===== config.mk =====
export PLATFORM = sky130hd
export DESIGN_NAME = stwd_merge
export DESIGN_NICKNAME = d
export VERILOG_FILES = /design/src/hw/rtl/stwd_pkg.sv /design/src/hw/rtl/stwd_merge.sv
export SDC_FILE = /design/constraint.sdc
export NUM_CORES = 1
export LEC_CHECK = 0
export ABC_AREA = 1
export BUFFER_PORTS_ARGS = -buffer_cell sky130_fd_sc_hd__buf_2
export CORE_MARGIN = 8
export CORE_UTILIZATION = 30
export DETAILED_ROUTE_END_ITERATION = 7
export GPL_TIMING_DRIVEN = 1
export HOLD_SLACK_MARGIN = 0.12
export SLEW_MARGIN = 20
export SYNTH_ARGS = -nofsm -noshare
export SYNTH_HDL_FRONTEND = slang
export SYNTH_SLANG_ARGS = --single-unit

===== constraint.sdc =====
create_clock -name i_clk -period 4.45 [get_ports i_clk]
set_input_delay 0.2225 -clock i_clk [delete_from_list [all_inputs] [get_ports i_clk]]
set_output_delay 0.2225 -clock i_clk [all_outputs]
set_load 0.05 [all_outputs]

===== src/hw/rtl/stwd_pkg.sv =====
// Shared constants and types for the stick-to-wheel detent block.
`timescale 1ns / 1ps

package stwd_pkg;

    localparam int NUM_PADS  = 4;
    localparam int FRAC_BITS = 16;

    localparam int RAW_W   = 16;
    localparam int MAG_W   = RAW_W - 1;
    localparam int EXC_W   = MAG_W + 2;
    localparam int SQ_W    = 2 * EXC_W;
    localparam int DEF_W   = FRAC_BITS + 1;
    localparam int RATE_W  = 10;
    localparam int SCALED_W = FRAC_BITS + 6;
    localparam int SUM_W   = FRAC_BITS + 7;
    localparam int CARRY_W = FRAC_BITS + 1;
    localparam int WHOLE_W = SUM_W - 1 - FRAC_BITS;
    localparam int OUT_W   = WHOLE_W + 1;
    localparam int EST_W   = SQ_W + DEF_W;

    localparam int ACNT_W = $clog2(SCALED_W);

    localparam int RECIP_SHIFT = 34;

    localparam logic [MAG_W-1:0]  AXIS_FULL       = 15'd32767;
    localparam logic [SQ_W-1:0]   DEFLECT_DEN     = 34'd9663086601;
    // floor(2^(RECIP_SHIFT + FRAC_BITS) / DEFLECT_DEN)
    localparam logic [DEF_W-1:0]  DEFLECT_RECIP   = 17'd116515;
    localparam logic [5:0]        DETENTS_PER_SEC = 6'd48;
    localparam logic [RATE_W-1:0] DEFAULT_RATE    = 10'd60;
    localparam logic signed [OUT_W-1:0] MAX_DETENTS = 7'sd48;

    typedef struct packed {
        logic             neg;
        logic [DEF_W-1:0] mag;
    } t_deflect;

    typedef struct packed {
        logic     done;
        t_deflect pushed;
    } t_lane_res;

endpackage


===== src/hw/rtl/stwd_merge.sv =====
// Merge stage: picks the strongest pad deflection, lowest pad on ties.
`timescale 1ns / 1ps

module stwd_merge (
    input  logic                                         i_clk,
    input  logic                                         i_rst_n,
    input  stwd_pkg::t_lane_res [stwd_pkg::NUM_PADS-1:0] i_lanes,
    output logic                                         o_valid,
    output stwd_pkg::t_deflect                           o_strongest
);

    stwd_pkg::t_deflect              n_best;
    stwd_pkg::t_deflect              r_best;
    logic                            r_valid;
    logic [stwd_pkg::NUM_PADS-1:0]   w_done;

    always_comb begin
        n_best = '0;
        for (int p = 0; p < stwd_pkg::NUM_PADS; p++) begin
            w_done[p] = i_lanes[p].done;
            if (i_lanes[p].pushed.mag > n_best.mag) begin
                n_best = i_lanes[p].pushed;
            end
        end
    end

    always_ff @(posedge i_clk) begin
        if (!i_rst_n) begin
            r_valid <= 1'b0;
        end else begin
            r_valid <= i_lanes[0].done;
        end
    end

    always_ff @(posedge i_clk) begin
        if (i_lanes[0].done) begin
            r_best <= n_best;
        end
    end

    assign o_valid     = r_valid;
    assign o_strongest = r_best;

`ifndef SYNTH
    a_lanes_lockstep: assert property (@(posedge i_clk) disable iff (!i_rst_n)
        (w_done == '0 || w_done == '1))
        else $error("pad lanes finished out of step");
`endif

endmodule


# == Yosys cells after proc, flatten, opt, wreduce, memory -nomap -nowiden ==
# Index checks and enable logic that the tools add are counted.
# totals
ff_bits,19
input_bits,78
out_inout_bits,19
wordCells,11
# op_classes
order_cmp,4
mux,4
# op_table
cell,n
$mux 18,4
$gt 17x17->1,3
$gt 17x1->1 const B,1

# == Depth between registers and ports, before layout ==
# logic_depth
depth_word,8
depth_mapped,40
depth_no_buf,38

# == Least setup slack after synthesis ==
# Ideal clock, no wire load.
# synth_path
kind,input to register
start,in i_lanes[16] (netlist name)
end,"reg r_best, in the netlist o_strongest[7], data pin"
setup_ps,253
arrival_time_ps,3796
required_ps,4197
slack_ps,400
path_stages,35
n_path_buf,4
cell_sequence,inv_1 ha_1 nand2_1 nor2_2 nand2_1 clkinv_2 nand4_2 nand3_2 buf_6 buf_12 nand3_2 nand2_1 inv_1 ha_1 nand2_1 inv_1 nor2_1 o21ai_0 a21oi_1 nand3_2 nand2_4 inv_4 buf_8 nand2_1 nand2_1 ha_1 a21oi_1 o21ai_0 a21oi_1 nand3_1 nand2_2 inv_2 buf_4 nand2_1 nand2_1
# synth_lines
element,line,text
from (decl),stwd_merge.sv:7,"input stwd_pkg::t_lane_res [stwd_pkg::NUM_PADS-1:0] i_lanes,"
to (signal assigned),stwd_merge.sv:37,r_best <= n_best;
to (decl),stwd_merge.sv:13,stwd_pkg::t_deflect r_best;

==> results.md <==
* Outcome: complete, no violations
* Synthesis-to-finish area growth at 42.4%
* Lkg Pwr at 2.28 nW
* FP Rows at 35
* CTS buffer count at 3
* Max Clock Freq at 238 MHz
* Largest net degree at the start of global routing at 20
* PD cells at 316 mW/mm^2
* Critical Path Source: i_lanes[4]
* DP Area at 0.00357 sq mm
* Antenna Nets Post-Route at 0
* Worst slew margin at 72.8%
* Placed cell count at 662
* First-pass DRT Iterations at 4
* Worst hold path type: in2reg
* Vias in the first global route at slightly below 3000
* Final period utilization at 94.3%
* Die Footprint at roughly 0.013 sq mm
* N_diodes at 0
* Post-synth top area share at 22.1%
* Commonest cells post-synth: nand2_1, inv_1, ha_1, nand3_1, a21oi_1
* Synth top area cells: ha_1, nand2_1, edfxtp_1
* Max-slew violations at 0
* Synthesized Nets at 558
* Clock sinks at 19
* Design Area, Final at 0.00411 sq mm
* DRC at 0
* WP data required at between 4 and 5 ns
* Tot Pwr at between 1 and 1.5 mW
* Hold_buf cts at 0
* Yosys warns at 0
* Clock transition at path regs at 0.07 ns
* Worst Max-Slew Pin Slew at 0.407 ns
* Critical Path Sink Type: flop
* CP max stage cell: ha_1
* Root buffer cell: clkbuf_8
* Initial Utilization at 31.1%
* I/O pin cnt at 97
* CTS tree: built
* Tmin final at 4.20 ns
* Layout Utilization at 44.2%
* First-pass GRT wire length at around 13000 microns
* RePlAce Congestion at 0.857
* Critical path type: in2reg
* Fin nets at a little under 700
* Most common cell in the netlist: nand2_1
* Initial antenna violation count at 1
* Routed len/inst at 13.2 microns
* Cells after Synth at around 430
* Maxcap violations at 0
* DP Wirelength at 7580 microns
* WHS Endpoint: o_valid
* Total number of vias at 3061
* Dominant synthesized flop cell: edfxtp_1
* Maximum fanout along the worst path at 10
* Synthesized flop and latch total at 19
* All-Layer GR Usage at approximately an eighth
* Synth area leader: ha_1
* IO Port Bufs at 93
* Non-Filler Instances at 682
* Worst stage delay on the critical path at just under 0.3 ns
* Total wire length at 9000 microns
* Max clock buf depth at 2
* Worst vdd ir at between 0.1 and 0.15 mV
* DR iter-0 viols at ~100
* Finish-stage setup viols at 0
* Ys async rst share at 0%
* Arrival @ worst endpoint at roughly 4.2 ns
* Remaining Overflow, GRT at 0
* Filler Cell Count at 951
* Synth unique cells at 32
* Die width at around 110 microns
* Sequential-to-total area share from yosys stat at around 19%
* Syn avg cell area at 6.72 sq um
* H-tree depth at 1
* Vias/cell at about 4.5
* Die Y at 114 microns
* Core outline area at 0.00928 sq mm
* Post-synth EDFFs at 18
* Crit path top cell by count: nand2_1
* Post-synthesis cell area at 0.00288 sq mm
* Place WS at -0.165 ns
* Hold_sp: i_rst_n
* Worst setup SP type: input port
* Layout cell share with drive strength beyond 1 at approximately 37%
* Final setup margin at 0.254 ns
* WHS Path Cells at 3
* Final hold vios at 0
worst max-delay path, delay by kind of cell:
family / cells / cell delay [ns]
simple gates: 25 / 2.13
buf+inv: 8 / 0.80
fa+ha+maj: 3 / 0.84
compound gates: 1 / 0.17
routing by layer:
| layer | GRT usage, % | vias up | wire length, microns |
|---|---|---|---|
| met5 | 0 | - | 8 |
| met4 | 2.66 | 2 | 111 |
| met3 | 2.75 | 8 | 522 |
| met2 | 21.6 | 68 | 4350 |
| met1 | 15.7 | 1339 | 4010 |
| li1 | - | 1644 | - |
worst max-delay path by stage:
stage | to | slack (ns) | cells past startpoint
after floorplan | o_strongest[7] | 0.40 | 35
after global placement | o_strongest[6] | -0.07 | 33
after detailed placement | o_strongest[0] | -0.17 | 33
after CTS | o_strongest[0] | 0.1 | 35
after global routing | o_strongest[12] | -0.07 | 35
final | o_strongest[0] | 0.25 | 37
where the power goes:
part	internal (mW)	switching (mW)	leakage (nW)
logic	0.324	0.581	2.07
clock network	0.0635	0.0521	0.0228
registers	0.266	0.00939	0.184
placed cells by master, fill, tap and decap left out:
cell type,netlist,layout
nor2_1,9,6
clkbuf_8,0,3
ha_4,0,13
a21boi_0,1,1
buf_2,2,92
buf_8,1,1
clkbuf_1,1,1
nor2_4,0,3
nor3_1,3,2
a21oi_4,0,1
nand4_1,9,9
a21o_1,1,1
nor2_2,3,3
inv_6,0,1
ha_1,51,38
and2_1,2,1
o21a_1,1,1
nand2_4,1,4
and2_4,0,1
o21ai_1,1,1
a21oi_2,0,3
nand2_2,3,10
dfxtp_1,1,1
o21ai_0,4,4
buf_6,3,5
nand3_4,0,3
inv_4,1,2
nand3_1,43,38
inv_2,1,7
nand2_1,155,145
nand3_2,16,18
buf_4,1,29
a21oi_1,20,16
nand4_4,0,1
nand3b_1,3,3
edfxtp_1,18,18
nor3_2,1,2
nand2_8,0,2
inv_1,70,63
area by class of cell:
cell class / count / area (sq um) / area share, %
Sequential cell: 19 / 561 / 13.7
Clock buffer: 4 / 45.0 / 1.10
Tap cell: 129 / 161 / 3.93
Timing Repair Buffer: 127 / 749 / 18.3
Inverter: 73 / 284 / 6.92
Multi-Input combinational cell: 330 / 2310 / 56.2
sequential cells by signal, summed over array words and instances (netlist names):
| register | count |
|---|---|
| o_strongest | 18 |
| o_valid | 1 |
metrics by stage:
stage / TNS (ns) / hold slack [ns]
2_1_floorplan: 0 / 0.316
3_3_place_gp: -1.12 / 0.412
3_5_place_dp: -2.57 / 0.411
4_1_cts: 0 / 0.151
5_1_grt: -0.901 / 0.169
6_report: 0 / 0.151
cell families (layout without fill, tap and decap cells):
family          Yosys count  count (layout)  synth area share, %
compound gates           28              28                 5.12
fa+ha+maj                51              51                 22.1
buf+inv                  82             204                 12.8
flops                    19              19                 19.4
simple gates            249             251                 40.5
what timing repair did:
action                     4_1_cts  5_1_grt
gates resized for setup          0       72
buffers inserted                 0       14
setup endpoints to repair        0       18
(Power assumes the default switching activity.)
