[src/hw/rtl/stwd_pkg.sv]
// Shared constants and types for the stick-to-wheel detent block.
`timescale 1ns / 1ps

package stwd_pkg;

    localparam int NUM_PADS  = 4;
    localparam int FRAC_BITS = 16;

    localparam int RAW_W   = 16;
    localparam int MAG_W   = RAW_W - 1;
    localparam int EXC_W   = MAG_W + 2;
    localparam int SQ_W    = 2 * EXC_W;
    localparam int DEF_W   = FRAC_BITS + 1;
    localparam int RATE_W  = 10;
    localparam int SCALED_W = FRAC_BITS + 6;
    localparam int SUM_W   = FRAC_BITS + 7;
    localparam int CARRY_W = FRAC_BITS + 1;
    localparam int WHOLE_W = SUM_W - 1 - FRAC_BITS;
    localparam int OUT_W   = WHOLE_W + 1;
    localparam int EST_W   = SQ_W + DEF_W;

    localparam int ACNT_W = $clog2(SCALED_W);

    localparam int RECIP_SHIFT = 34;

    localparam logic [MAG_W-1:0]  AXIS_FULL       = 15'd32767;
    localparam logic [SQ_W-1:0]   DEFLECT_DEN     = 34'd9663086601;
    // floor(2^(RECIP_SHIFT + FRAC_BITS) / DEFLECT_DEN)
    localparam logic [DEF_W-1:0]  DEFLECT_RECIP   = 17'd116515;
    localparam logic [5:0]        DETENTS_PER_SEC = 6'd48;
    localparam logic [RATE_W-1:0] DEFAULT_RATE    = 10'd60;
    localparam logic signed [OUT_W-1:0] MAX_DETENTS = 7'sd48;

    typedef struct packed {
        logic             neg;
        logic [DEF_W-1:0] mag;
    } t_deflect;

    typedef struct packed {
        logic     done;
        t_deflect pushed;
    } t_lane_res;

endpackage

[src/hw/rtl/stwd_detent_acc.sv]
// Rate divider, fractional carry and output register for the detent count.
`timescale 1ns / 1ps

module stwd_detent_acc (
    input  logic                                 i_clk,
    input  logic                                 i_rst_n,
    input  logic [stwd_pkg::RATE_W-1:0]          i_frame_rate,
    input  logic                                 i_start,
    input  stwd_pkg::t_deflect                   i_strongest,
    input  logic                                 i_out_ready,
    output logic                                 o_out_valid,
    output logic signed [stwd_pkg::OUT_W-1:0]    o_detents,
    output logic                                 o_done
);

    localparam logic [1:0] A_IDLE = 2'd0;
    localparam logic [1:0] A_DIV  = 2'd1;
    localparam logic [1:0] A_SUM  = 2'd2;
    localparam logic [1:0] A_PUT  = 2'd3;

    logic [1:0]                          r_state, n_state;
    logic [stwd_pkg::ACNT_W-1:0]         r_cnt, n_cnt;
    logic                                r_out_valid;
    logic signed [stwd_pkg::OUT_W-1:0]   r_detents;
    logic signed [stwd_pkg::CARRY_W-1:0] r_carry;

    logic [stwd_pkg::SCALED_W-1:0]       r_num;
    logic [stwd_pkg::RATE_W-1:0]         r_rem;
    logic [stwd_pkg::RATE_W-1:0]         r_div;
    logic                                r_neg;
    logic signed [stwd_pkg::SUM_W-1:0]   r_sum;

    logic [stwd_pkg::SCALED_W-1:0]       n_num;
    logic [stwd_pkg::RATE_W:0]           w_trial;
    logic [stwd_pkg::RATE_W:0]           w_diff;
    logic                                w_ge;
    logic [stwd_pkg::RATE_W-1:0]         n_rem;
    logic signed [stwd_pkg::SUM_W-1:0]   w_inc_ext;
    logic signed [stwd_pkg::SUM_W-1:0]   w_carry_ext;
    logic signed [stwd_pkg::SUM_W-1:0]   n_sum;
    logic                                w_sum_neg;
    logic [stwd_pkg::SUM_W-1:0]          w_sum_abs;
    logic [stwd_pkg::WHOLE_W-1:0]        w_whole;
    logic [stwd_pkg::OUT_W-1:0]          w_whole_ext;
    logic [stwd_pkg::CARRY_W-1:0]        w_frac_ext;
    logic signed [stwd_pkg::OUT_W-1:0]   n_detents;
    logic signed [stwd_pkg::CARRY_W-1:0] n_carry;
    logic                                w_free;

    assign n_num   = stwd_pkg::SCALED_W'(i_strongest.mag) *
                     stwd_pkg::SCALED_W'(stwd_pkg::DETENTS_PER_SEC);
    assign w_trial = {r_rem, r_num[stwd_pkg::SCALED_W-1]};
    assign w_ge    = w_trial >= {1'b0, r_div};
    assign w_diff  = w_trial - {1'b0, r_div};
    assign n_rem   = w_ge ? w_diff[stwd_pkg::RATE_W-1:0] : w_trial[stwd_pkg::RATE_W-1:0];

    assign w_inc_ext   = {1'b0, r_num};
    assign w_carry_ext = {{(stwd_pkg::SUM_W - stwd_pkg::CARRY_W){r_carry[stwd_pkg::CARRY_W-1]}},
                          r_carry};
    assign n_sum       = w_carry_ext + (r_neg ? -w_inc_ext : w_inc_ext);

    assign w_sum_neg   = r_sum[stwd_pkg::SUM_W-1];
    assign w_sum_abs   = w_sum_neg ? -r_sum : r_sum;
    assign w_whole     = w_sum_abs[stwd_pkg::SUM_W-2:stwd_pkg::FRAC_BITS];
    assign w_whole_ext = {1'b0, w_whole};
    assign w_frac_ext  = {1'b0, w_sum_abs[stwd_pkg::FRAC_BITS-1:0]};
    assign n_detents   = w_sum_neg ? -w_whole_ext : w_whole_ext;
    assign n_carry     = w_sum_neg ? -w_frac_ext : w_frac_ext;

    assign w_free = !r_out_valid || i_out_ready;

    always_comb begin
        n_state = r_state;
        n_cnt   = r_cnt;
        o_done  = 1'b0;
        unique case (r_state)
            A_IDLE: begin
                if (i_start) begin
                    n_cnt   = '0;
                    n_state = (i_strongest.mag == '0) ? A_PUT : A_DIV;
                end
            end
            A_DIV: begin
                n_cnt = r_cnt + 1'b1;
                if (r_cnt == stwd_pkg::ACNT_W'(stwd_pkg::SCALED_W - 1)) begin
                    n_state = A_SUM;
                end
            end
            A_SUM: begin
                n_state = A_PUT;
            end
            A_PUT: begin
                if (w_free) begin
                    n_state = A_IDLE;
                    o_done  = 1'b1;
                end
            end
            default: begin
                n_state = A_IDLE;
            end
        endcase
    end

    always_ff @(posedge i_clk) begin
        if (!i_rst_n) begin
            r_state     <= A_IDLE;
            r_cnt       <= '0;
            r_out_valid <= 1'b0;
            r_carry     <= '0;
        end else begin
            r_state <= n_state;
            r_cnt   <= n_cnt;
            if (o_done) begin
                r_out_valid <= 1'b1;
                r_carry     <= n_carry;
            end else if (i_out_ready) begin
                r_out_valid <= 1'b0;
            end
        end
    end

    always_ff @(posedge i_clk) begin
        unique case (r_state)
            A_IDLE: begin
                if (i_start) begin
                    r_num <= n_num;
                    r_rem <= '0;
                    r_div <= (i_frame_rate == '0) ? stwd_pkg::DEFAULT_RATE : i_frame_rate;
                    r_neg <= i_strongest.neg;
                    r_sum <= '0;
                end
            end
            A_DIV: begin
                r_rem <= n_rem;
                r_num <= {r_num[stwd_pkg::SCALED_W-2:0], w_ge};
            end
            A_SUM: begin
                r_sum <= n_sum;
            end
            A_PUT: begin
                if (w_free) begin
                    r_detents <= n_detents;
                end
            end
            default: begin
            end
        endcase
    end

    assign o_out_valid = r_out_valid;
    assign o_detents   = r_detents;

`ifndef SYNTH
    a_carry_below_one: assert property (@(posedge i_clk) disable iff (!i_rst_n)
        r_carry != {1'b1, {(stwd_pkg::CARRY_W-1){1'b0}}})
        else $error("detent carry reached a whole detent");
    a_detents_range: assert property (@(posedge i_clk) disable iff (!i_rst_n)
        o_out_valid |-> (o_detents <= stwd_pkg::MAX_DETENTS &&
                         o_detents >= -stwd_pkg::MAX_DETENTS))
        else $error("detent count out of range");
    a_done_loads_out: assert property (@(posedge i_clk) disable iff (!i_rst_n)
        o_done |=> o_out_valid)
        else $error("finished item missing from output register");
`endif

endmodule

[config.mk]
export PLATFORM = sky130hd
export DESIGN_NAME = stwd_detent_acc
export DESIGN_NICKNAME = d
export VERILOG_FILES = /design/src/hw/rtl/stwd_pkg.sv /design/src/hw/rtl/stwd_detent_acc.sv
export SDC_FILE = /design/constraint.sdc
export NUM_CORES = 1
export LEC_CHECK = 0
export BUFFER_PORTS_ARGS = -buffer_cell sky130_fd_sc_hd__buf_2
export CAP_MARGIN = 20
export CORE_MARGIN = 2
export CORE_UTILIZATION = 51
export CTS_CLUSTER_SIZE = 30
export DETAILED_ROUTE_END_ITERATION = 8
export HOLD_SLACK_MARGIN = 0.1
export PLACE_DENSITY = 0.67
export SYNTH_ARGS = -nofsm -noshare
export SYNTH_HDL_FRONTEND = slang
export SYNTH_SLANG_ARGS = --single-unit
[constraint.sdc]
create_clock -name i_clk -period 5.37 [get_ports i_clk]
set_input_delay 1.611 -clock i_clk [delete_from_list [all_inputs] [get_ports i_clk]]
set_output_delay 1.611 -clock i_clk [all_outputs]
set_load 0.01 [all_outputs]
# Word-level counts from Yosys, hierarchy flattened
# Cells that the tools add are included.
[totals]
ff_bits = 98
latch_bits = 0
ram_bits = 0
rom_bits = 0
input_bits = 32
elab_cells = 62
mem_count = 0
[classes]
addsub = 7
n_mul = 1
n_div = 0
magnitude_cmp = 1
eq_ne = 7
n_shift = 0
n_mux = 22
bitwise = 0
reduce_logical = 13
[op_table]
columns = ["op", "n"]
rows = [
  ["23-bit two-way mux", 2],
  ["23-bit case mux with 2 select lines", 1],
  ["22-bit two-way mux", 2],
  ["22-bit case mux with 2 select lines", 1],
  ["17-bit by 23-bit adder with 23-bit output", 1],
  ["22-bit negation with 23-bit output", 1],
  ["22-bit negation", 1],
  ["10-bit two-way mux", 2],
  ["10-bit case mux with 2 select lines", 1],
  ["17-bit by 2-bit multiplier with 18-bit output (second input constant)", 1],
  ["17-bit zero test", 1],
  ["17-bit two-way mux", 1],
  ["16-bit negation with 17-bit output", 1],
  ["11-bit by 10-bit >= comparator with 1-bit output", 1],
  ["10-bit zero test", 1],
  ["5-bit case mux with 2 select lines", 1],
  ["10-bit subtractor", 1],
  ["2-bit two-way mux", 4],
  ["2-bit case mux with 4 select lines", 1],
  ["2-bit AND reduction", 4],
  ["6-bit negation with 7-bit output", 1],
  ["6-bit two-way mux", 1],
  ["2-bit inequality test (second input constant)", 3],
  ["2-bit nonzero test", 3],
  ["other kinds (10)", 14],
]

# Longest topological paths before layout
[logic_depth]
ltp_word = 5
depth_mapped = 16
ltp_nobuf = 15

# Least setup slack after synthesis
# OpenSTA, ideal clock, no wires.
[synth_timing]
path_type = "input-to-output"
start = "input i_out_ready"
end = "output o_done"
arrival_time_ns = 2.550
t_required_ns = 3.759
setup_slack_ns = 1.209
stages = 5
path_buffers = 2
path_cell_list = "nor2b_1 > nand2b_1 > clkbuf_1 > inv_1 > clkbuf_1"
[synth_between]
elab_chain_cells = 3
[synth_rtl]
columns = ["item", "line_no", "rtl"]
rows = [
  ["start, declared", "stwd_detent_acc.sv:10", "input logic i_out_ready,"],
  ["1-bit logical OR", "stwd_detent_acc.sv:70", "assign w_free = !r_out_valid || i_out_ready;"],
  ["1-bit two-way mux", "stwd_detent_acc.sv:93", "if (w_free) begin"],
  ["1-bit two-way mux", "stwd_detent_acc.sv:76", "unique case (r_state)"],
  ["end, declared", "stwd_detent_acc.sv:13", "output logic o_done"],
]
# No other way between the ends.

# Worst setup path in the final report
# Ends and elaborated chain as after synthesis.

==> flow_summary.json <==
{
  "cts_root_buf": "clkbuf_16",
  "drc": 0,
  "place.gp.congestion": 0.8658,
  "synthCells": 904,
  "cts_made_buffers": 9,
  "ys_types": 81,
  "p_sw_share_pct": 45.11,
  "worstSetupPathType": "in2out",
  "post-route-period-util_pct": 75.51,
  "utilization_pct": 56.83,
  "first_pass_iters": 5,
  "fin_worst_skew_ps": 10.24,
  "grt_pass1_vias": 5849,
  "critPathArrivalTime_ps": 2440,
  "grt_usage_pct": 20.76,
  "status": "finished, final reports clean",
  "drive_gt1_share_pct": 10.41,
  "h-tree-depth": 3,
  "required_ps": 3760,
  "grt_pass1_wl_mm": 27.97,
  "grt_overflow": 0,
  "syn_area_um2": 8066,
  "area_growth_pct": 7.895,
  "post-route-min-period_ps": 4055,
  "clk-insertion-delay-late_ps": 360,
  "diodes": 0,
  "grt.busiest_layer": "met2",
  "setup_violations": 0,
  "clk_pin_slew_worst_paths_ps": 60,
  "rsz0062_at_grt": "no",
  "crit_family": "buffers and inverters",
  "hpwlAfterDp_mm": 13.04,
  "leakage_nw": 3.498,
  "finalHoldViolCount": 0,
  "dr_total_vias": 6387,
  "die_x_um": 129.8,
  "vdd_drop_max_v": 0.0002181,
  "ys_seq_area_share_pct": 33.38,
  "yosysTopAreaCell": "edfxtp_1",
  "antenna_found_initial": 0,
  "vias_per_cell": 5.588,
  "fmax_mhz": 246.6,
  "wl_per_cell_um": 14.62,
  "synth_top_area_share_pct": 27.18,
  "critical_path_buf_inv_count": 4,
  "async_reset_ff_share_pct": 0,
  "grtUsageMet3_pct": 2.993,
  "nets": 1035,
  "crit_fanout": 16,
  "p_sw_w": 0.002138,
  "ant_nets": 0,
  "report.final.slew_viol_count": 0,
  "initial_utilization_pct": 52.67,
  "die_h_um": 129.8,
  "hold_buffers": 0,
  "post-place-cells": 1126,
  "cts_buffer_depth": 2,
  "die-area_um2": 16840,
  "tightest_slew_ps": 831.1,
  "slowest_delay_ps": 210,
  "pwr-share-clk_pct": 12.8,
  "pwr-share-seq_pct": 32.7,
  "post_cts_buffers": 0,
  "hp-class": "reg2reg",
  "core-area_um2": 15310,
  "design_power_total_w": 0.004739,
  "rows": 45,
  "wl_mm": 16.71,
  "synthTopCellsByCount": "nand2_1 (76), edfxtp_1 (73), ha_1 (73)",
  "drv_cap": 0,
  "synth_ff_type": "edfxtp_1",
  "synth_area_leaders": "edfxtp_1 (27%), ha_1 (11%), dfxtp_1 (6.2%)",
  "cts_tree": "done",
  "crit_chain": "buf_2 > nor2b_1 > nand2b_1 > buf_4 > inv_1 > buf_2",
  "critPathSlowestCell": "buf_4",
  "syn_nets": 1012,
  "met2_usage_pct": 33.05,
  "synth_edf_count": 73,
  "slew_headroom_pct": 44.59,
  "worstSetupEndpointType": "output port",
  "ys_seq_elements": 98,
  "final_cell_count_no_fill": 1143,
  "cts_resized": 0,
  "path_common_cell": "buf_2",
  "syn_area_per_cell_um2": 8.923,
  "p_per_area_nw_per_um2": 544.5,
  "drt_iter0_drc": 329,
  "setup_tns_ps": 0,
  "power_frac_comb_pct": 54.4,
  "pin_count": 41,
  "synth_warnings": 0,
  "grt_max_degree": 44,
  "use_met1_pct": 29.37,
  "startpoint_type": "input port",
  "synthMostInstantiatedCell": "nand2_1",
  "p_int_w": 0.002601,
  "portBuffers": 40,
  "cts_sinks": 98
}
==> area by class of cell <==
cell class,instances,area (µm²)
sequential,98,2693
clock buffer,9,225.2
clock inverter,7,53.80
inverter,62,232.7
tap,211,264.0
multi-input combinational,707,4966
fill,1410,6611
timing repair buffer,49,269.0
==> per-layer routing <==
| metal | wire (µm) | share of wire (%) |
|---|---|---|
| met5 | 0 | 0 |
| met4 | 306 | 1.8 |
| met3 | 532 | 3.2 |
| met2 | 7304 | 44 |
| met1 | 8563 | 51 |
==> per-stage QoR <==
step,area [µm²],setup WS (ps),hold WS (ps)
global route,8703,997.8,506.0
detailed placement,8413,1307,473.3
global placement,8408,1319,468.6
CTS,8692,1306,483.4
floorplan,8066,1209,436.2
finish,8703,1315,483.8
==> kinds of logic (layout without fill, tap and decap cells) <==
family          Yosys count  after routing  share of synthesized area [%]
compound gates          247            247                          20.01
xor+xnor                 85             85                          9.229
fa+ha+maj                76             76                          12.07
buf+inv                  99            127                          5.243
flops                    98             98                          33.38
mux                      12             12                          1.582
simple gates            287            287                          18.49
==> sequential cells by signal (all words and copies together), names as in the netlist <==
signal,count
o_detents,7
r_div,10
r_neg,1
r_state,2
o_out_valid,1
r_rem,10
r_cnt,5
r_sum,23
r_num,22
r_carry,17
==> cells in the final DEF (no fill, tap or decap), types with 10 or more instances in the layout <==
cell type	instances
a21oi_1	63
nand3_1	25
nand2b_1	16
dfxtp_1	25
nor2_1	58
ha_1	73
o31ai_1	18
a21o_1	20
or3_1	10
xnor2_1	57
edfxtp_1	73
inv_1	61
xor2_1	28
o21a_1	11
nand2_1	76
o21ai_0	64
buf_2	41
nor3_1	25
==> power groups by stage <==
stage	registers, W	clock network (W)	logic [W]
global route	0.00160	0.000648	0.00290
global placement	0.00156	0	0.00254
CTS	0.00155	0.000622	0.00257
detailed placement	0.00157	0	0.00255
finish	0.00155	0.000609	0.00258
floorplan	0.00146	0	0.00210
==> path summary, 6_finish.rpt <==
check	endpoint	depth (start not counted)	slack, ps	start
min	r_carry[2]	2	480	r_carry[2]
max reg2reg	r_sum[21]	14	1340	r_num[0]
min reg2reg	r_carry[2]	2	480	r_carry[2]
max	o_done	6	1320	i_out_ready
==> worst register-to-register path, stage by stage, from the launching register on <==
cell and delay (ps):
edfxtp_1 430, inv_1 120, ha_1 160, nand2_1 80, or3_1 370, or4_1 510
nand2_1 100, xnor2_1 140, ha_1 320, and2_1 170, a221o_1 320, o21ai_0 380
o31ai_1 190, o41ai_1 340, mux2i_1 130
(Power assumes the default switching activity.)
