[src/hw/rtl/stwd_pkg.sv]
// Shared constants and types for the stick-to-wheel detent block.
`timescale 1ns / 1ps

package stwd_pkg;

    localparam int NUM_PADS  = 4;
    localparam int FRAC_BITS = 16;

    localparam int RAW_W   = 16;
    localparam int MAG_W   = RAW_W - 1;
    localparam int EXC_W   = MAG_W + 2;
    localparam int SQ_W    = 2 * EXC_W;
    localparam int DEF_W   = FRAC_BITS + 1;
    localparam int RATE_W  = 10;
    localparam int SCALED_W = FRAC_BITS + 6;
    localparam int SUM_W   = FRAC_BITS + 7;
    localparam int CARRY_W = FRAC_BITS + 1;
    localparam int WHOLE_W = SUM_W - 1 - FRAC_BITS;
    localparam int OUT_W   = WHOLE_W + 1;
    localparam int EST_W   = SQ_W + DEF_W;

    localparam int ACNT_W = $clog2(SCALED_W);

    localparam int RECIP_SHIFT = 34;

    localparam logic [MAG_W-1:0]  AXIS_FULL       = 15'd32767;
    localparam logic [SQ_W-1:0]   DEFLECT_DEN     = 34'd9663086601;
    // floor(2^(RECIP_SHIFT + FRAC_BITS) / DEFLECT_DEN)
    localparam logic [DEF_W-1:0]  DEFLECT_RECIP   = 17'd116515;
    localparam logic [5:0]        DETENTS_PER_SEC = 6'd48;
    localparam logic [RATE_W-1:0] DEFAULT_RATE    = 10'd60;
    localparam logic signed [OUT_W-1:0] MAX_DETENTS = 7'sd48;

    typedef struct packed {
        logic             neg;
        logic [DEF_W-1:0] mag;
    } t_deflect;

    typedef struct packed {
        logic     done;
        t_deflect pushed;
    } t_lane_res;

endpackage

[src/hw/rtl/stwd_pad_lane.sv]
// One pad lane: dead zone, square and constant-divisor scaling of both axes.
`timescale 1ns / 1ps

module stwd_pad_lane (
    input  logic                                 i_clk,
    input  logic                                 i_rst_n,
    input  logic                                 i_start,
    input  logic                                 i_present,
    input  logic signed [stwd_pkg::RAW_W-1:0]    i_raw_x,
    input  logic signed [stwd_pkg::RAW_W-1:0]    i_raw_y,
    output stwd_pkg::t_lane_res                  o_res
);

    localparam logic [2:0] L_IDLE = 3'd0;
    localparam logic [2:0] L_SQ   = 3'd1;
    localparam logic [2:0] L_EST  = 3'd2;
    localparam logic [2:0] L_MUL  = 3'd3;
    localparam logic [2:0] L_FIX  = 3'd4;

    logic [2:0]                    r_state, n_state;
    logic                          r_done, n_done;
    logic                          r_present;

    logic [stwd_pkg::RAW_W-1:0]    w_raw [2];
    logic [stwd_pkg::DEF_W-1:0]    w_q   [2];
    logic                          w_neg [2];
    logic [stwd_pkg::EST_W-1:0]    w_rem [2];
    logic                          w_x_wins;

    assign w_raw[0] = i_raw_x;
    assign w_raw[1] = i_raw_y;

    always_comb begin
        n_state = r_state;
        n_done  = 1'b0;
        unique case (r_state)
            L_IDLE: begin
                if (i_start) begin
                    n_state = L_SQ;
                end
            end
            L_SQ: begin
                n_state = L_EST;
            end
            L_EST: begin
                n_state = L_MUL;
            end
            L_MUL: begin
                n_state = L_FIX;
            end
            L_FIX: begin
                n_state = L_IDLE;
                n_done  = 1'b1;
            end
            default: begin
                n_state = L_IDLE;
            end
        endcase
    end

    always_ff @(posedge i_clk) begin
        if (!i_rst_n) begin
            r_state <= L_IDLE;
            r_done  <= 1'b0;
        end else begin
            r_state <= n_state;
            r_done  <= n_done;
        end
    end

    always_ff @(posedge i_clk) begin
        if (r_state == L_IDLE && i_start) begin
            r_present <= i_present;
        end
    end

    for (genvar a = 0; a < 2; a++) begin : g_axis
        logic [stwd_pkg::RAW_W-1:0] w_neg_raw;
        logic [stwd_pkg::MAG_W-1:0] w_mag;
        logic [stwd_pkg::EXC_W-1:0] w_quad;
        logic [stwd_pkg::EXC_W-1:0] n_e;
        logic [stwd_pkg::SQ_W-1:0]  w_sq;
        logic [stwd_pkg::EST_W-1:0] w_est;
        logic [stwd_pkg::EST_W-1:0] w_t;
        logic [stwd_pkg::EST_W-1:0] w_num;
        logic                       w_fix;
        logic [stwd_pkg::EXC_W-1:0] r_e;
        logic                       r_neg;
        logic [stwd_pkg::SQ_W-1:0]  r_sq;
        logic [stwd_pkg::EST_W-1:0] r_t;
        logic [stwd_pkg::DEF_W-1:0] r_q;

        always_comb begin
            w_neg_raw = ~w_raw[a] + 1'b1;
            if (!w_raw[a][stwd_pkg::RAW_W-1]) begin
                w_mag = w_raw[a][stwd_pkg::MAG_W-1:0];
            end else if (w_raw[a][stwd_pkg::MAG_W-1:0] == '0) begin
                w_mag = stwd_pkg::AXIS_FULL;
            end else begin
                w_mag = w_neg_raw[stwd_pkg::MAG_W-1:0];
            end
            w_quad = {w_mag, 2'b00};
            if (w_quad > stwd_pkg::EXC_W'(stwd_pkg::AXIS_FULL)) begin
                n_e = w_quad - stwd_pkg::EXC_W'(stwd_pkg::AXIS_FULL);
            end else begin
                n_e = '0;
            end
        end

        assign w_sq  = r_e * r_e;
        assign w_est = stwd_pkg::EST_W'(r_sq) * stwd_pkg::EST_W'(stwd_pkg::DEFLECT_RECIP);
        assign w_t   = stwd_pkg::EST_W'(r_q) * stwd_pkg::EST_W'(stwd_pkg::DEFLECT_DEN);
        assign w_num = stwd_pkg::EST_W'({r_sq, {stwd_pkg::FRAC_BITS{1'b0}}});
        assign w_fix = w_num >= r_t + stwd_pkg::EST_W'(stwd_pkg::DEFLECT_DEN);

        always_ff @(posedge i_clk) begin
            unique case (r_state)
                L_IDLE: begin
                    if (i_start) begin
                        r_e   <= n_e;
                        r_neg <= w_raw[a][stwd_pkg::RAW_W-1];
                    end
                end
                L_SQ: begin
                    r_sq <= w_sq;
                end
                L_EST: begin
                    r_q <= w_est[stwd_pkg::RECIP_SHIFT + stwd_pkg::DEF_W - 1:
                                 stwd_pkg::RECIP_SHIFT];
                end
                L_MUL: begin
                    r_t <= w_t;
                end
                L_FIX: begin
                    r_q <= r_q + stwd_pkg::DEF_W'(w_fix);
                end
                default: begin
                end
            endcase
        end

        assign w_q[a]   = r_q;
        assign w_neg[a] = r_neg;
        assign w_rem[a] = w_num - r_t;
    end

    assign w_x_wins = w_q[0] >= w_q[1];

    always_comb begin
        o_res.done = r_done;
        if (!r_present) begin
            o_res.pushed = '0;
        end else if (w_x_wins) begin
            o_res.pushed.neg = w_neg[0];
            o_res.pushed.mag = w_q[0];
        end else begin
            o_res.pushed.neg = w_neg[1];
            o_res.pushed.mag = w_q[1];
        end
    end

`ifndef SYNTH
    a_estimate_one_low: assert property (@(posedge i_clk) disable iff (!i_rst_n)
        r_state == L_FIX |->
            (w_rem[0] < (stwd_pkg::EST_W'(stwd_pkg::DEFLECT_DEN) << 1) &&
             w_rem[1] < (stwd_pkg::EST_W'(stwd_pkg::DEFLECT_DEN) << 1)))
        else $error("lane scaling estimate off by more than one");
`endif

endmodule

[config.mk]
export PLATFORM = sky130hd
export DESIGN_NAME = stwd_pad_lane
export DESIGN_NICKNAME = d
export VERILOG_FILES = /design/src/hw/rtl/stwd_pkg.sv /design/src/hw/rtl/stwd_pad_lane.sv
export SDC_FILE = /design/constraint.sdc
export NUM_CORES = 2
export LEC_CHECK = 0
export CORE_ASPECT_RATIO = 0.9
export CORE_MARGIN = 4
export CORE_UTILIZATION = 25
export CTS_CLUSTER_DIAMETER = 120
export DETAILED_ROUTE_END_ITERATION = 7
export DONT_BUFFER_PORTS = 1
export GPL_TIMING_DRIVEN = 0
export PLACE_DENSITY_LB_ADDON = 0.25
export SLEW_MARGIN = 20
export SYNTH_ARGS = -nofsm -noshare
export SYNTH_HDL_FRONTEND = slang
export SYNTH_SLANG_ARGS = --single-unit
[constraint.sdc]
create_clock -name i_clk -period 9.41 [get_ports i_clk]
set_clock_uncertainty 0.2 [all_clocks]
set_input_delay 0.941 -clock i_clk [delete_from_list [all_inputs] [get_ports i_clk]]
set_output_delay 0.941 -clock i_clk [all_outputs]
set_load 0.005 [all_outputs]
-- Yosys cells after proc, flatten, opt, wreduce, memory -nomap -nowiden
Index checks and enable logic that the tools add are counted.
- magnitude comparators: 5
- eq/ne operators: 5
- multiplexer cells: 11
- multipliers: 6
- bitwise gates (word level): 2
- add/sub/neg operators: 8
- reduce and logical (&&, ||, !) cells: 6
- operators by type and width (cell ; number):
    $add A51 B34 Y51 const B ; 2
    $ge A50 B51 Y1 ; 2
    $mul A17 B34 Y51 const B ; 2
    $mul A34 B17 Y51 const B ; 2
    $mul A17 B17 Y34 ; 2
    $pmux W17 S2 ; 2
    $mux W15 ; 4
    $mux W18 ; 2
    $add A17 B1 Y17 ; 2
    $gt A17 B15 Y1 const B ; 2
    $sub A17 B15 Y17 const B ; 2
    $add A15 B1 Y15 const B ; 2
    $logic_not A15 Y1 ; 2
    $not A15 Y15 ; 2
    $ge A17 B17 Y1 ; 1
    $pmux W3 S4 ; 1
    $eq A3 B2 Y1 const B ; 2
    $eq A3 B1 Y1 const B ; 1
    $eq A3 B3 Y1 const B ; 1
    $logic_not A3 Y1 ; 1
    $mux W3 ; 1
    $ne A2 B2 Y1 const B ; 1
    $reduce_and A2 Y1 ; 1
    $reduce_bool A2 Y1 ; 1
    2 further kinds ; 2
- bits in registers: 245
- logic and storage cells: 56
- output and inout bits: 19
- input bits: 36

-- Depth between registers and ports, before layout
- word-level depth: 5
- depth in mapped cells: 31
- depth with buffers taken out: 31

-- Least setup slack after synthesis
No wires, ideal clock.
- path kind: register -> register
- start: reg g_axis[0].r_e[7] in the netlist's numbering
- end: reg g_axis[0].r_sq[32] in the netlist's numbering (data pin)
- stages on the path, launching flop included: 24
- setup slack: 2.853 ns
- period minus slack after synthesis: 6.557 ns
- library setup time: 0.265 ns
- path buffers: 1
- arrival: 6.092 ns
- cell sequence: edfxtp_1 clkbuf_1 nand2_1 fa_1 inv_1 fa_1 inv_1 fa_1 inv_1 fa_1 fa_1 inv_1 fa_1 inv_1 ha_1 nand2_1 nor2_1 nand3_1 o211ai_1 a31oi_1 o41ai_1 a211oi_1 o21ai_0 xor2_1
- cells in the longest elaborated chain, start to end: 1
- ends and longest elaborated chain (item ; line ; RTL):
    from (decl) ; stwd_pad_lane.sv:87 ; logic [stwd_pkg::EXC_W-1:0] r_e;
    from (signal assigned) ; stwd_pad_lane.sv:120 ; r_e <= n_e;
    $mul A17 B17 Y34 ; stwd_pad_lane.sv:110 ; assign w_sq = r_e * r_e;
    net g_axis[0].w_sq (one bit) ; stwd_pad_lane.sv:82 ; logic [stwd_pkg::SQ_W-1:0] w_sq;
    to (signal assigned) ; stwd_pad_lane.sv:125 ; r_sq <= w_sq;
    to (decl) ; stwd_pad_lane.sv:89 ; logic [stwd_pkg::SQ_W-1:0] r_sq;
The timed path passes the listed nets, and every way through them passes these cells.
A chain may end at the register's enable or synchronous reset.

-- Worst setup path after layout
- start: reg g_axis[1].r_q[4] in the netlist's numbering
- end: reg g_axis[1].r_t[48] in the netlist's numbering (data pin)
- cells in the longest elaborated chain, start to end: 1
- ends and longest elaborated chain (item ; line ; RTL):
    from (decl) ; stwd_pad_lane.sv:91 ; logic [stwd_pkg::DEF_W-1:0] r_q;
    from (signal assigned) ; stwd_pad_lane.sv:128 ; r_q <= w_est[stwd_pkg::RECIP_SHIFT + stwd_pkg::DEF_W - 1:
    from (signal assigned) ; stwd_pad_lane.sv:135 ; r_q <= r_q + stwd_pkg::DEF_W'(w_fix);
    $mul A17 B34 Y51 ; stwd_pad_lane.sv:112 ; assign w_t = stwd_pkg::EST_W'(r_q) * stwd_pkg::EST_W'(stwd_pkg::DEFLECT_DEN);
    net g_axis[1].w_t (one bit) ; stwd_pad_lane.sv:84 ; logic [stwd_pkg::EST_W-1:0] w_t;
    to (signal assigned) ; stwd_pad_lane.sv:132 ; r_t <= w_t;
    to (decl) ; stwd_pad_lane.sv:90 ; logic [stwd_pkg::EST_W-1:0] r_t;
The timed path passes the listed nets, and every way through them passes these cells.

==> flow_metrics.env <==
export IMPL_status="complete, no violations"
export IMPL_cts_tree="yes"
export IMPL_ios=55
export IMPL_setup_tns_ns=0
export IMPL_register_area_um2=7140
export IMPL_r2r_start="g_axis[1].r_q[4]"
export IMPL_final_area_um2=61500
export IMPL_die_h_um=458
export IMPL_synth_edf_count=235
export IMPL_clock_latency_ns=0.61
export IMPL_place_area_um2=60200
export IMPL_ctsResizeCount=0
export IMPL_rr_endpoint="g_axis[1].r_t[48]"
export IMPL_core_area_um2=223000
export IMPL_critPathLaunchType="register"
export IMPL_worstPathMaxFanout=11
export IMPL_io_buffers=0
export IMPL_fin_crit_ns=8.05
export IMPL_cts_sinks=239
export IMPL_grt_pass1_vias=41043
export IMPL_nNetsFinal=7679
export IMPL_dr_pass1_iters=6
export IMPL_whs_endpoint="g_axis[0].r_neg"
export IMPL_gp_congestion=0.840
export IMPL_ys_seq_area_frac=0.127
export IMPL_r2r_cells=19
export IMPL_first_iter_violations=1801
export IMPL_hold_viol=0
export IMPL_rsz0062_at_grt="no"
export IMPL_max_cap_violations=0
export IMPL_grt_start_max_net_pins=45
export IMPL_synth_nets=7622
export IMPL_cts_made_buffers=38
export IMPL_post_route_period_util=0.856
export IMPL_wire_per_inst_um=16.9
export IMPL_drive_gt1_frac=0.0240
export IMPL_final_antenna_net_count=0
export IMPL_r2r_slack_ns=1.36
export IMPL_critical_path_class="reg -> reg"
export IMPL_gr_total_overflow=0
export IMPL_final_cell_mix="1260 x inv_1, 1084 x ha_1, 874 x fa_1"
export IMPL_rows=164
export IMPL_drv_slew=0
export IMPL_clockBufferDepth=3
export IMPL_grt_usage=0.128
export IMPL_async_reset_ff_frac=0
export IMPL_die_x_um=508
export IMPL_ctsHtreeMaxLevel=2
export IMPL_max_slew_margin_rel=0.270
export IMPL_antenna_found_initial=4
export IMPL_cts_hold_buf=0
export IMPL_end_kind="register"
export IMPL_multi_input_area_um2=44100
export IMPL_cts_root_buf="clkbuf_16"
export IMPL_post_cts_buffers=0
export IMPL_area_growth_syn_to_layout_pct=9.37
export IMPL_whs_path_depth=0
export IMPL_synthesis_area_um2=56200
export IMPL_max_freq_ghz=0.124
export IMPL_path_clk_slew_ns=0.07
export IMPL_final_common_cell="inv_1"
export IMPL_holdCritStartpoint="i_raw_x[15]"
export IMPL_via_count=37703
export IMPL_drt_total_wl_um=147000
export IMPL_grt_pass1_wl_um=235000
export IMPL_synth_warnings=0
export IMPL_ys_flop_type="edfxtp_1"
export IMPL_post_drt_via_cell_ratio=4.33
export IMPL_dieArea_um2=233000
export IMPL_hpwl_um=126000
export IMPL_hold_class="in -> reg"
export IMPL_synth_distinct_cells=86
export IMPL_ys_seq_elements=239
export IMPL_drc=0
export IMPL_setup_viol=0
export IMPL_avgSynthCellArea_um2=9.99
export IMPL_fill_cells=23756
export IMPL_initial_core_util=0.252
export IMPL_crit_arrival_ns=8.19
export IMPL_tightest_slew_ns=1.08
export IMPL_crit_required_ns=9.55
export IMPL_startpoint="g_axis[1].r_q[4]"
export IMPL_synthCells=5628
## how the worst max path moves through the flow
| stage | end | cells after the start | slack [ns] |
|---|---|---|---|
| 2_1_floorplan | g_axis[0].r_sq[32] | 23 | 2.85 |
| 3_3_place_gp | g_axis[0].r_e[0] | 1 | 0.44 |
| 3_5_place_dp | g_axis[1].r_t[48] | 19 | 1.36 |
| 4_1_cts | g_axis[1].r_t[48] | 19 | 1.31 |
| 5_1_grt | g_axis[1].r_t[48] | 19 | 1.02 |
| 6_report | g_axis[1].r_t[48] | 19 | 1.36 |
## cell families after synthesis
group	share of synthesized area
AOI/OAI and AO/OA	0.0829
and+or+nand+nor	0.0869
muxes	0.00487
adders and majority gates	0.552
xor gates and xnor gates	0.0572
buffers and inverters	0.0887
DFF	0.127
## sequential cells by signal, summed over array words and instances (netlist names)
register      flops
g_axis.r_e       32
g_axis.r_neg      2
g_axis.r_q       34
g_axis.r_sq      64
g_axis.r_t      102
r_done            1
r_present         1
r_state           3
## layout make-up
type	count	area share
Multi-Input combinational cell	4062	0.717
Sequential cell	239	0.116
Inverter	1260	0.0769
Tap cell	2988	0.0608
Clock buffer	44	0.0165
Clock inverter	25	0.00511
Buffer	67	0.00421
Timing Repair Buffer	17	0.00283
Antenna cell	2	0.0000814
## cells in the mapped netlist (62+ instances only)
cell	n	share of area
xor2_1	144	0.022
fa_1	874	0.31
edfxtp_1	235	0.13
xnor2_1	223	0.035
nor2_1	164	0.011
and2_1	141	0.016
ha_1	1084	0.24
nand3_1	62	0.0055
clkbuf_1	63	0.0042
o21ai_0	114	0.010
nand2_1	311	0.021
a21o_1	120	0.016
inv_1	1260	0.084
a21oi_1	261	0.023
## stage by stage
step / setup WS [ns] / hold WS (ns) / utilization / std cells
2_1_floorplan: 2.85 / 0.310 / - / 5628
3_3_place_gp: 0.437 / 0.476 / 0.269 / 8616
3_5_place_dp: 1.36 / 0.511 / 0.270 / 8633
4_1_cts: 1.31 / 0.167 / 0.276 / 8702
5_1_grt: 1.02 / 0.189 / 0.276 / 8703
6_report: 1.36 / 0.232 / 0.276 / 8704
## per-layer routing
layer | share of wire | wire [um] | GRT usage | up-vias
met2 | 0.45 | 66100 | 0.207 | 498
li1 | - | - | - | 18445
met4 | 0.026 | 3820 | 0.0335 | 2
met3 | 0.035 | 5120 | 0.0148 | 124
met1 | 0.49 | 71800 | 0.182 | 18634
met5 | 0.00010 | 15 | 0 | -
## worst max-delay path, stage by stage, from the launching register on
cell and delay, ns:
edfxtp_1 1.00, fa_1 0.73, fa_1 0.71, inv_1 0.12, fa_1 0.51, inv_1 0.05
fa_1 0.55, fa_1 0.43, fa_1 0.50, ha_1 0.43, nand4_1 0.15, nor2b_1 0.16
o21ai_0 0.10, nor3_1 0.42, o2111ai_1 0.29, a221oi_1 0.63, a311oi_1 0.29, o21ai_0 0.21
a21oi_1 0.10, xnor2_1 0.16
Power is not shown: default switching activity piles up to over one toggle a cycle in this logic, so the estimate is an artifact.
